<file path="config.mk">
export PLATFORM = sky130hd
export DESIGN_NAME = efa_ctrl
export DESIGN_NICKNAME = d
export VERILOG_FILES = /design/src/design/event_frame_accumulator_core_defines.svh /design/src/design/efa_pkg.sv /design/src/design/efa_ctrl.sv
export SDC_FILE = /design/constraint.sdc
export NUM_CORES = 1
export LEC_CHECK = 0
export BUFFER_PORTS_ARGS = -buffer_cell sky130_fd_sc_hd__buf_2
export CORE_MARGIN = 5
export CORE_UTILIZATION = 35
export DETAILED_ROUTE_END_ITERATION = 6
export PLACE_DENSITY = 0.54
export REMOVE_ABC_BUFFERS = 1
export SLEW_MARGIN = 20
export SYNTH_ARGS = -nofsm -noshare
export SYNTH_HDL_FRONTEND = slang
export SYNTH_SLANG_ARGS = --single-unit
</file>
<file path="constraint.sdc">
create_clock -name aclk -period 2.3 [get_ports aclk]
set_clock_uncertainty 0.05 [all_clocks]
set_input_delay 0.345 -clock aclk [delete_from_list [all_inputs] [get_ports aclk]]
set_output_delay 0.345 -clock aclk [all_outputs]
set_load 0.1 [all_outputs]
</file>
<file path="src/design/event_frame_accumulator_core_defines.svh">
// assertion macros for the event frame accumulator
`ifndef EVENT_FRAME_ACCUMULATOR_CORE_DEFINES_SVH
`define EVENT_FRAME_ACCUMULATOR_CORE_DEFINES_SVH

// same-cycle implication
`define EFA_ASSERT_NOW(label, clk, rstn, ante, cons) \
    label: assert property (@(posedge clk) disable iff (!(rstn)) (ante) |-> (cons)) \
        else $error("efa check failed");

// next-cycle implication
`define EFA_ASSERT_NEXT(label, clk, rstn, ante, cons) \
    label: assert property (@(posedge clk) disable iff (!(rstn)) (ante) |=> (cons)) \
        else $error("efa check failed");

`endif

</file>
<file path="src/design/efa_pkg.sv">
// shared types and constants of the event frame accumulator
package efa_pkg;

    localparam int unsigned CFG_IDX_W  = 3;
    localparam int unsigned CFG_DATA_W = 32;

    localparam logic [CFG_IDX_W-1:0] CFG_IMAGE_WIDTH   = 3'd0;
    localparam logic [CFG_IDX_W-1:0] CFG_IMAGE_HEIGHT  = 3'd1;
    localparam logic [CFG_IDX_W-1:0] CFG_POLARITY_MODE = 3'd2;
    localparam logic [CFG_IDX_W-1:0] CFG_SUM_MODE      = 3'd3;
    localparam logic [CFG_IDX_W-1:0] CFG_WINDOW_START  = 3'd4;
    localparam logic [CFG_IDX_W-1:0] CFG_WINDOW_LENGTH = 3'd5;
    localparam logic [CFG_IDX_W-1:0] CFG_REF_TIME      = 3'd6;

    localparam logic [1:0] REQ_EVENT = 2'd0;
    localparam logic [1:0] REQ_READ  = 2'd1;
    localparam logic [1:0] REQ_FRAME = 2'd2;

    localparam logic [1:0] POL_POSITIVE = 2'd0;
    localparam logic [1:0] POL_NEGATIVE = 2'd1;
    localparam logic [1:0] POL_BOTH     = 2'd2;

    localparam logic [10:0] RST_IMAGE_WIDTH  = 11'd640;
    localparam logic [10:0] RST_IMAGE_HEIGHT = 11'd480;

    localparam logic [31:0] ALL_ONES = 32'hFFFF_FFFF;

    typedef struct packed {
        logic [1:0]  req_type;
        logic [9:0]  ev_x;
        logic [9:0]  ev_y;
        logic [31:0] ev_time;
        logic        ev_polarity;
        logic [19:0] pixel_index;
        logic        clear_after_read;
    } in_req_t;

    typedef struct packed {
        logic [31:0] pixel_value;
        logic        event_used;
        logic        out_of_range;
        logic [31:0] events_used_count;
    } out_res_t;

    typedef struct packed {
        logic clear;
        logic load;
        logic calc;
        logic read;
        logic update;
        logic push;
    } cmd_t;

    typedef struct packed {
        logic clear_last;
        logic out_free;
    } status_t;

endpackage

</file>
<file path="src/design/efa_ctrl.sv">
// controller state machine of the event frame accumulator
module efa_ctrl (
    input  logic             aclk,
    input  logic             aresetn,
    input  logic             s_valid,
    output logic             s_ready,
    output efa_pkg::cmd_t    cmd,
    input  efa_pkg::status_t status
);

    import efa_pkg::*;

    typedef enum logic [5:0] {
        ST_CLEAR  = 6'b000001,
        ST_IDLE   = 6'b000010,
        ST_CALC   = 6'b000100,
        ST_READ   = 6'b001000,
        ST_UPDATE = 6'b010000,
        ST_PUSH   = 6'b100000
    } state_t;

    state_t state_reg;
    state_t state_next;

    always_comb begin
        state_next = state_reg;
        case (state_reg)
            ST_CLEAR: begin
                if (status.clear_last) begin
                    state_next = ST_IDLE;
                end
            end
            ST_IDLE: begin
                if (s_valid) begin
                    state_next = ST_CALC;
                end
            end
            ST_CALC:   state_next = ST_READ;
            ST_READ:   state_next = ST_UPDATE;
            ST_UPDATE: state_next = ST_PUSH;
            ST_PUSH: begin
                if (status.out_free) begin
                    state_next = ST_IDLE;
                end
            end
            default:   state_next = ST_CLEAR;
        endcase
    end

    always_ff @(posedge aclk) begin
        if (!aresetn) begin
            state_reg <= ST_CLEAR;
        end else begin
            state_reg <= state_next;
        end
    end

    assign s_ready    = (state_reg == ST_IDLE);
    assign cmd.clear  = (state_reg == ST_CLEAR);
    assign cmd.load   = (state_reg == ST_IDLE) && s_valid;
    assign cmd.calc   = (state_reg == ST_CALC);
    assign cmd.read   = (state_reg == ST_READ);
    assign cmd.update = (state_reg == ST_UPDATE);
    assign cmd.push   = (state_reg == ST_PUSH);

endmodule

</file>
==> results of run 1 <==
-- report_power, final --
group | switching, mW | internal, mW | leakage [nW]
Clock | 0.0362 | 0.0589 | 0.0138
Sequential | 0.0242 | 0.113 | 0.0489
Combinational | 0.105 | 0.0509 | 0.183
-- synth_stat cells, drive strengths merged --
master / instances / area, um^2
a32oi: 1 / 8.76
nor4b: 2 / 17.5
a2bb2oi: 1 / 8.76
inv: 3 / 11.3
and3: 5 / 32.5
o21a: 2 / 15.0
xor2: 2 / 17.5
a41oi: 1 / 8.76
nand2: 1 / 3.75
nor2b: 2 / 12.5
nor3b: 4 / 40.0
nor3: 4 / 20.0
nor4: 2 / 42.5
and2: 2 / 13.8
o311a: 1 / 10.0
a211oi: 1 / 7.51
or3: 1 / 6.26
o21ai: 1 / 5.00
buf: 4 / 33.8
nor2: 5 / 18.8
and3b: 1 / 10.0
dfxtp: 6 / 120
-- kinds of logic (layout without fill, tap and decap cells) --
kind of cell	count (synthesis)	count (layout)	share of synthesized area (%)
and+or+nand+nor	29	29	46.9
AOI/OAI and AO/OA	8	8	13.7
buffers and inverters	7	17	9.70
DFF	6	6	25.9
xor gates and xnor gates	2	2	3.77
-- final timing paths --
check	to	slack, ps
setup / recovery	cmd[3]	170
hold / removal	state_reg[5]	280
setup reg to reg	state_reg[1]	870
hold reg to reg	state_reg[0]	710
-- final cells by class --
class,count,area share [%]
multi-input combinational,39,56.8
sequential,6,22.8
timing repair buffer,11,10.5
clock buffer,3,4.28
tap,15,3.56
inverter,3,2.14
-- metal layers --
layer  part of all wire (%)  wire (um)  track usage [%]  vias up
li1                       -          -                -      212
met1                     47        476             15.5      189
met2                     47        476             17.3       12
met4                   0.59          6             3.41        0
met3                    6.1         62             5.86        2
met5                      0          0                0        -
-- metrics by stage --
stage | total power, mW | cell area (um^2)
after global placement | 0.296 | 504
after global routing | 0.421 | 527
final | 0.387 | 527
after CTS | 0.394 | 527
after detailed placement | 0.293 | 504
after floorplan | 0.264 | 430
-- worst reg2reg max path, stage by stage, from the launching register on --
cell and delay, ps:
dfxtp_1 610, nor3b_1 300, o21a_1 280, nor3_1 70
==> metrics list, run 1 <==
- DRT antenna net count: 0
* Synthesized instance count: 52
* Launch point of the critical path: state_reg[5]
- After detailed routing, the average wire length per cell comes to 13.3 um.
- Netlist cell types: 26
- In this run the mean area of a mapped cell was 8.93 um^2.
- The core region is 1280 um^2.
- Largest net degree at the start of global routing: 14
* Post-CTS setup buffers: 0
- Number of storage elements in the synthesis netlist: 6
- Setup total negative slack on the finished layout was measured at 0 ps.
* Non-filler cells, final: 77
- Hold-fix buffer count after cts: 0
- Static leakage: 0.246 nW
* Critical Path Source Type: register
* Maximum clock frequency: 0.469 GHz
- Input and output buffers added on the ports amount to 11.
* Standard-cell rows: 13
- Crit path buffers/inverters: 1
- Floorplan die width: between 40 and 50 um
* Max reg flops: 6
- Total half-perimeter wirelength after legalization and detailed placement: about 760 um
* Worst Path Arrival: 1740 ps
- Buffer type at the clock tree root: clkbuf_4
* Top library cells by usage in the layout, fill and taps aside: buf_2, dfxtp_1, nor2_1, nor3_1, and3_1
* TritonCTS clock tree: built
* Final Worst Setup Slack: 166 ps
* Worst-case vdd ir drop: 365 uV
- Unrepaired setup endpoints after global routing: false
- For the worst flop-to-flop path, the logic depth is 3.
- Global routing finished with a remaining overflow of 0.
* Fin. Hold Viols: 0
- In this run the number of H-tree levels came out at 1.
- Number of ports placed on the die boundary: 12
* Max Transition Viols Final: 0
* Total DRC errors in the routed layout: 0
* Slew headroom: 68.0%
- Slew at the pin closest to its max-slew limit: 479 ps
- The first routing iteration left 4 violations.
- At the worst endpoint, the required time is roughly 1900 ps.
- After clock tree synthesis, the repair step resized 0 gates.
- For the worst-skew pair, the clock arrives at the later sink with an insertion delay of around 240 ps.
* Final setup violation count: 0
* Standard cell with the maximum stage delay on the critical path: dfxtp_1
- Worst-case hold slack: 281 ps
* Top cell family by delay on the critical path: simple AND/OR/NAND/NOR gates
- Chain of cells forming the critical path: nor4_4, and3b_2, buf_2
- Count of cells along the worst hold path: 2
- Number of nets in the final layout: 69
* Fraction of layout cells with a size suffix above 1: roughly 34%
- Initial antenna violation count: 0
- Prior to clock tree synthesis, the placed netlist has a worst setup slack of 456 ps.
- Post-detailed-route via-to-cell ratio: 5.39
- The sequential cells in the finished layout cover a total of 120 um^2.
- Maximum fanout along the worst path: 13
- The library cell used most frequently in the layout, excluding fill and tap cells, is buf_2.
* Cell Area, Synth: about 460 um^2
- In this run the most critical hold path is launched from aresetn.
- Max-cap violations: 0
- Summing the sequential cell areas from Yosys gives 25.9% of the chip area.
- Warnings from Yosys: 0
- Reg-to-reg critical path startpoint: state_reg[5]
- Share of the core filled with cells in the final layout: 41.0%
- The worst path needs 2130 ps of the cycle, external delays included.
- Overall routed net length: roughly 1000 um
* Area occupied by multi-input gates: 299 um^2
- Via Count: 415
* Crit path kind: register to output pin
- Clock-pin slew was measured on the worst setup and hold paths at 40 ps.
* Antenna fix cells: 0
* Delay of the slowest critical-path stage: between 400 and 500 ps
* Stages on the worst setup path: 3
- The first detailed-routing pass took 4 iterations.
* Routability-driven placement congestion ratio: 0.740
* Y dimension of the die: between 40 and 50 um
- In the finished design, the share of the clock period the worst path needs comes to 92.8%.
* Power density over cell area: ~740 nW/um^2
- Worst min-delay path category: input port to register
* Overall global routing resource usage: a little under an eighth
- The number of placed instances, taps included, is 74.
- CTS saw 6 sinks.
* Number of buffers created by CTS: 3
- Fill cells: 132
- First-pass GRT wire length: between 1500 and 2000 um
* Run status: finished clean
- Area Growth Syn to Fin: 13.5%
- Maximum buffer depth of the clock tree: 2
- Via count of the first global-routing pass: roughly 370
- The worst setup path is captured at an output pin.
* Die area: 2150 um^2
* Effective utilization at floorplan: 36.1%
Power figures use the tool's default switching activity.
==> inputs of run 2 (changes only) <==
--- a/config.mk
+++ b/config.mk
@@ -6,10 +6,13 @@
 export NUM_CORES = 1
 export LEC_CHECK = 0
 export BUFFER_PORTS_ARGS = -buffer_cell sky130_fd_sc_hd__buf_2
+export CELL_PAD_IN_SITES_DETAIL_PLACEMENT = 1
+export CELL_PAD_IN_SITES_GLOBAL_PLACEMENT = 1
 export CORE_MARGIN = 5
 export CORE_UTILIZATION = 35
+export CTS_BUF_LIST = sky130_fd_sc_hd__clkbuf_16
 export DETAILED_ROUTE_END_ITERATION = 6
-export PLACE_DENSITY = 0.54
+export PLACE_DENSITY = 0.69
 export REMOVE_ABC_BUFFERS = 1
 export SLEW_MARGIN = 20
 export SYNTH_ARGS = -nofsm -noshare
==> metrics list, run 2 (synthesis gave the netlist of run 1 again) <==
- Run status: finished clean
- Final Instance Area: 587 um^2
* Non-filler cells, final: 78
* Post-CTS setup buffers: 0
- Fraction of layout cells with a size suffix above 1: 34.9%
- Worst min-delay path category: input port to register
* Overall routed net length: 1240 um
- At the later pin of the worst-skew pair, clock insertion delay measures about 230 ps.
* Antenna fix cells: 0
* Static leakage: 0.274 nW
- Max-cap violations: 0
- Top cell family by delay on the critical path: simple AND/OR/NAND/NOR gates
- H-tree depth reported by CTS: 1
- At the worst endpoint, the arrival time is 1660 ps.
* Required time at the worst-slack endpoint: between 1500 and 2000 ps
- Critical Path Source Type: register
- At the end of the flow the core is filled with cells to 45.7%.
- Floorplan die width: 46.4 um
* Max Transition Viols Final: 0
* Total half-perimeter wirelength after legalization and detailed placement: between 800 and 900 um
- 12 I/O pins were placed.
* Met2 Routed Length: 653 um
- Fill cells: between 150 and 200
- Slew headroom: 67.8%
- Counting both buffers and inverters, the worst setup path holds a total of 1.
- Adding up every negative setup slack in the final design gives 0 ps.
- Largest net degree at the start of global routing: 14
* Post-CTS clock slew at the launch and capture registers of the worst setup and hold paths: 30 ps
* Chain of cells forming the critical path: nor4_4, and3b_2, buf_2
- For this run, the top clock speed supported by timing is a little under 0.5 GHz.
- Top layer in use: met4
* Grt ovf: 0
- Summing all placed instances gives a cell area of 512 um^2.
- In this run the power density over the cells is 978 nW/um^2.
- The number of global-route vias before repair is roughly 450.
- The library cell used most frequently in the layout, excluding fill and tap cells, is buf_2.
* Delay of the slowest critical-path stage: around 420 ps
- First-pass GRT wire length: 2080 um
* Initial DRT Pass Iterations: 4
- TritonCTS built the clock tree.
- The count of final hold-check violations is 0.
- The core region is 1280 um^2.
- Across every metal layer, demand over resource in global routing totals 14.3%.
- Standard-cell rows: 13
- The slowest stage of the critical path belongs to the cell dfxtp_1.
* Number of buffers created by CTS: 3
- Post-layout minimum cycle time: 2050 ps
- Top library cells by usage in the layout, fill and taps aside: buf_2, dfxtp_1, nor2_1, nor3_1, and3_1
- Number of nets in the final layout: 70
- Via Count: ~410
- The die is 46.4 um tall.
- Summed over all nets, wire length on met3 after detailed routing comes to 11 um.
* Final setup violation count: 0
* Met1 WL: 558 um
- Buffers inserted to repair hold after CTS numbered 0.
* Count of clock tree sinks: 6
- Routability-driven placement congestion ratio: roughly 0.73
* Max reg flops: 6
- By startpoint and endpoint, the worst setup path is classified as register to output pin.
- Post-detailed-route via-to-cell ratio: 5.31
- Worst setup EP type: output pin
- Once the floorplan was initialized, standard cells occupied 36.1% of the core.
* Initial antenna violation count: 0
* Resized Gates After CTS: 0
- Fraction of the cycle the final worst path needs: 89.3%
* Maximum buffer depth of the clock tree: 2
* Maximum fanout along the worst path: 8
- The count of nets left with antenna violations once routing finished came out at 0.
- Setup repair after global routing left no endpoint under its margin.
- CTS placed an instance of clkbuf_16 at the clock tree root.
- The worst-case IR drop observed on VDD is 640 uV.
* Iter 0 DRT Violations: 9
* Wirelength per Cell: 15.9 um
* # placed instances: 75
- Total DRC errors in the routed layout: 0
- During placement, the flow inserted port buffers numbering 11.
- From synthesis to final layout, the design area changed by 26.4%.
* Total power draw: between 0.5 and 0.6 mW
- The die covers 2150 um^2.
* Slew at the pin closest to its max-slew limit: around 490 ps
run 2: cell count changes in the layout (fill, tap and decap cells not counted), sizes merged:
cell  previous run  this run
buf             11        12
run 2: area by class of cell:
class	count	area, um^2	share of cell area, %
multi-input cells	39	299	51.0
flip-flops and latches	6	120	20.5
clock buffers	3	75.1	12.8
repair buffers	12	62.6	10.7
well taps	15	18.8	3.20
inverters	3	11.3	1.92
run 2: worst register-to-register path, delay by kind of cell, from the launching register on:
kind / cells / cell delay, ps
simple gates: 2 / 350
flops: 1 / 520
compound gates: 1 / 270
buf+inv: 1 / 220
run 2: per-stage QoR:
step / worst slack (ps) / hold WS, ps
global route: 137 / 327
CTS: 254 / 316
detailed placement: 490 / 543
global placement: 478 / 542
finish: 245 / 313
floorplan: -116 / 412
run 2: routing by layer:
metal	GRT usage, %	vias up
met5	0	-
met4	8.52	0
met3	1.17	2
met2	24.2	7
met1	17.3	194
li1	-	211
run 2: final timing paths:
| check | start | endpoint | slack, ps | cells after the start |
|---|---|---|---|---|
| worst max-delay path | state_reg[3] | cmd[3] | 250 | 3 |
| worst min-delay path | aresetn | state_reg[5] | 310 | 2 |
| worst max register to register | state_reg[5] | state_reg[1] | 770 | 4 |
| worst min register to register | state_reg[1] | state_reg[0] | 730 | 3 |
run 2: power by group:
| part | internal, mW | total [mW] | switching, mW | leakage (nW) |
|---|---|---|---|---|
| clock | 0.223 | 0.281 | 0.0575 | 0.0370 |
| sequential | 0.113 | 0.137 | 0.0237 | 0.0489 |
| combinational | 0.0509 | 0.156 | 0.106 | 0.188 |
==> inputs of run 3 (changes only) <==
--- a/config.mk
+++ b/config.mk
@@ -8,10 +8,10 @@
 export BUFFER_PORTS_ARGS = -buffer_cell sky130_fd_sc_hd__buf_2
 export CELL_PAD_IN_SITES_DETAIL_PLACEMENT = 1
 export CELL_PAD_IN_SITES_GLOBAL_PLACEMENT = 1
-export CORE_MARGIN = 5
-export CORE_UTILIZATION = 35
+export CORE_AREA = 5 5 42 44
 export CTS_BUF_LIST = sky130_fd_sc_hd__clkbuf_16
 export DETAILED_ROUTE_END_ITERATION = 6
+export DIE_AREA = 0 0 47 49
 export PLACE_DENSITY = 0.69
 export REMOVE_ABC_BUFFERS = 1
 export SLEW_MARGIN = 20
==> metrics list, run 3 (synthesis gave the netlist of run 1 again) <==
* Y dimension of the die: 49 um
* Power Internal: 0.387 mW
* Run status: finished clean
* Max-cap violations: 0
- The die covers 2300 um^2.
- Wirelength per Cell: 14.2 um
- Chain of cells forming the critical path: nor4_4, and3b_2, buf_2
- Via Count: 420
- The number of global-route vias before repair is 412.
- Slew at the pin closest to its max-slew limit: 482 ps
* Sw Pwr: 0.187 mW
* Post-CTS clock slew at the launch and capture registers of the worst setup and hold paths: around 30 ps
- Area Growth Syn to Fin: 25.1%
* Fin. Hold Viols: 0
* Fraction of the cycle the final worst path needs: 91.1%
* Resized Gates After CTS: 0
- Fraction of power consumed by sequential logic: 24.3%
* Area of placed instances: 505 um^2
* Global routing usage on met1: about 15%
- Headroom to the max-slew limit came out at 67.8%.
- Post-layout minimum cycle time: 2100 ps
- Worst setup EP type: output pin
- Most frequent standard cell in the layout excluding fill and tap cells: buf_2
* Crit path buffers/inverters: 1
- At the end of the flow the core is filled with cells to 41.4%.
- Top library cells by usage in the layout, fill and taps aside: buf_2, dfxtp_1, nor2_1, nor3_1, and3_1
- In the global route stage, met3 resource usage came out at about 2.6%.
- Dividing total power by cell area gives a power density of 988 nW/um^2.
* Count of clock tree sinks: 6
- Unrepaired setup endpoints after global routing: false
* Top cell family by delay on the critical path: simple AND/OR/NAND/NOR gates
* Overall routed net length: ~1100 um
- In this run, CTS created clock tree buffers numbering 3.
- Global routing used 10.9% of the available tracks.
- # placed instances: between 70 and 80
* Aggregate negative setup slack: 0 ps
- For this run, the top clock speed supported by timing is 0.477 GHz.
- Of the total power, combinational logic draws 26.8%.
- Clock tree synthesis selected as its root buffer the cell clkbuf_16.
* Total half-perimeter wirelength after legalization and detailed placement: 820 um
* H-tree depth reported by CTS: 1
- With fillers left out, the area of the finished cells amounts to between 500 and 600 um^2.
- The first detailed-routing pass ran for 4 iterations.
- Pre-CTS setup slack: 442 ps
- Delay of the slowest critical-path stage: about 440 ps
- Buffers placed on the I/O ports in this run total 11.
* Maximum buffer depth of the clock tree: 2
- Worst min-delay path category: input port to register
- Floorplan die width: 47 um
- Data on the critical path arrives at its endpoint at 1700 ps.
* Number of ports placed on the die boundary: 12
* Number of nets in the final layout: 69
- TritonCTS clock tree: built
* Worst-case hold slack: 305 ps
* Non-filler cells, final: 78
- Post-CTS setup buffers: 0
- Standard cell with the maximum stage delay on the critical path: dfxtp_1
* Required time at the worst-slack endpoint: roughly 1900 ps
- Source-to-sink clock delay at the later pin of the worst-skew pair: 230 ps
- Power comes to 0.574 mW.
* Final Worst Setup Slack: 204 ps
- Grt ovf: 0
* Static leakage: around 0.27 nW
* Effective utilization at floorplan: 33.1%
* Clock network fraction of design power: about half
- Total DRC errors in the routed layout: 0
* Standard-cell rows: 14
- Hold-fix buffer count after cts: 0
- The number of antenna diodes in the final layout is 0.
- Final setup violation count: 0
- Area of the core region: 1400 um^2
- Critical Path Source Type: register
* DRT antenna net count: 0
* Routability-driven placement congestion ratio: 0.709
- Iter 0 DRT Violations: 8
- Initial antenna violation count: 0
- Post-detailed-route via-to-cell ratio: 5.38
* Peak-usage layer in the global routing report: met1
- Along the worst path, the maximum fanout reaches 13.
* Largest net degree at the start of global routing: 14
- Max Transition Viols Final: 0
* Crit path kind: register to output pin
- Of the cells placed in the final design, the portion with a size suffix greater than 1 is 33.9%.
- Worst-case vdd ir drop: around 460 uV
- Max reg flops: 6
- Net switching is 32.5% of the power.
* GRT met2 Usage: 14.7%
- First-pass GRT wire length: 1810 um
==> run 3: cell types whose count changed in the layout (fill, tap and decap cells not counted), sizes merged <==
cell  delta
buf      -1
==> run 3: layout make-up <==
cell class,instances,area (um^2)
fill,179,821
multi-input combinational,39,299
sequential,6,120
clock buffer,3,75.1
timing repair buffer,11,55.1
tap,16,20.0
inverter,3,11.3
==> run 3: layer usage <==
metal  vias to the layer above  part of all wire [%]  wire length (um)
li1                        210                     -                 -
met2                        11                    44               490
met4                         0                   2.4                27
met1                       196                    48               535
met3                         3                   4.7                52
met5                         -                     0                 0
==> run 3: path summary, 6_finish.rpt <==
path / start / cells past startpoint / end / slack (ps)
setup / recovery: state_reg[5] / 3 / cmd[3] / 200
hold / removal: aresetn / 2 / state_reg[5] / 300
setup reg to reg: state_reg[5] / 3 / state_reg[1] / 850
hold reg to reg: state_reg[1] / 3 / state_reg[0] / 740
==> run 3: power groups by stage <==
stage	registers (mW)	logic (mW)	clock network (mW)
6_report	0.140	0.154	0.280
5_1_grt	0.142	0.166	0.293
4_1_cts	0.139	0.155	0.286
3_5_place_dp	0.141	0.154	0
3_3_place_gp	0.141	0.155	0
2_1_floorplan	0.133	0.132	0
==> run 3: worst reg2reg max path, stage by stage (launching register included) <==
cell and delay, ps:
dfxtp_1 600, nor3b_1 330, o21a_1 280, nor3_1 70
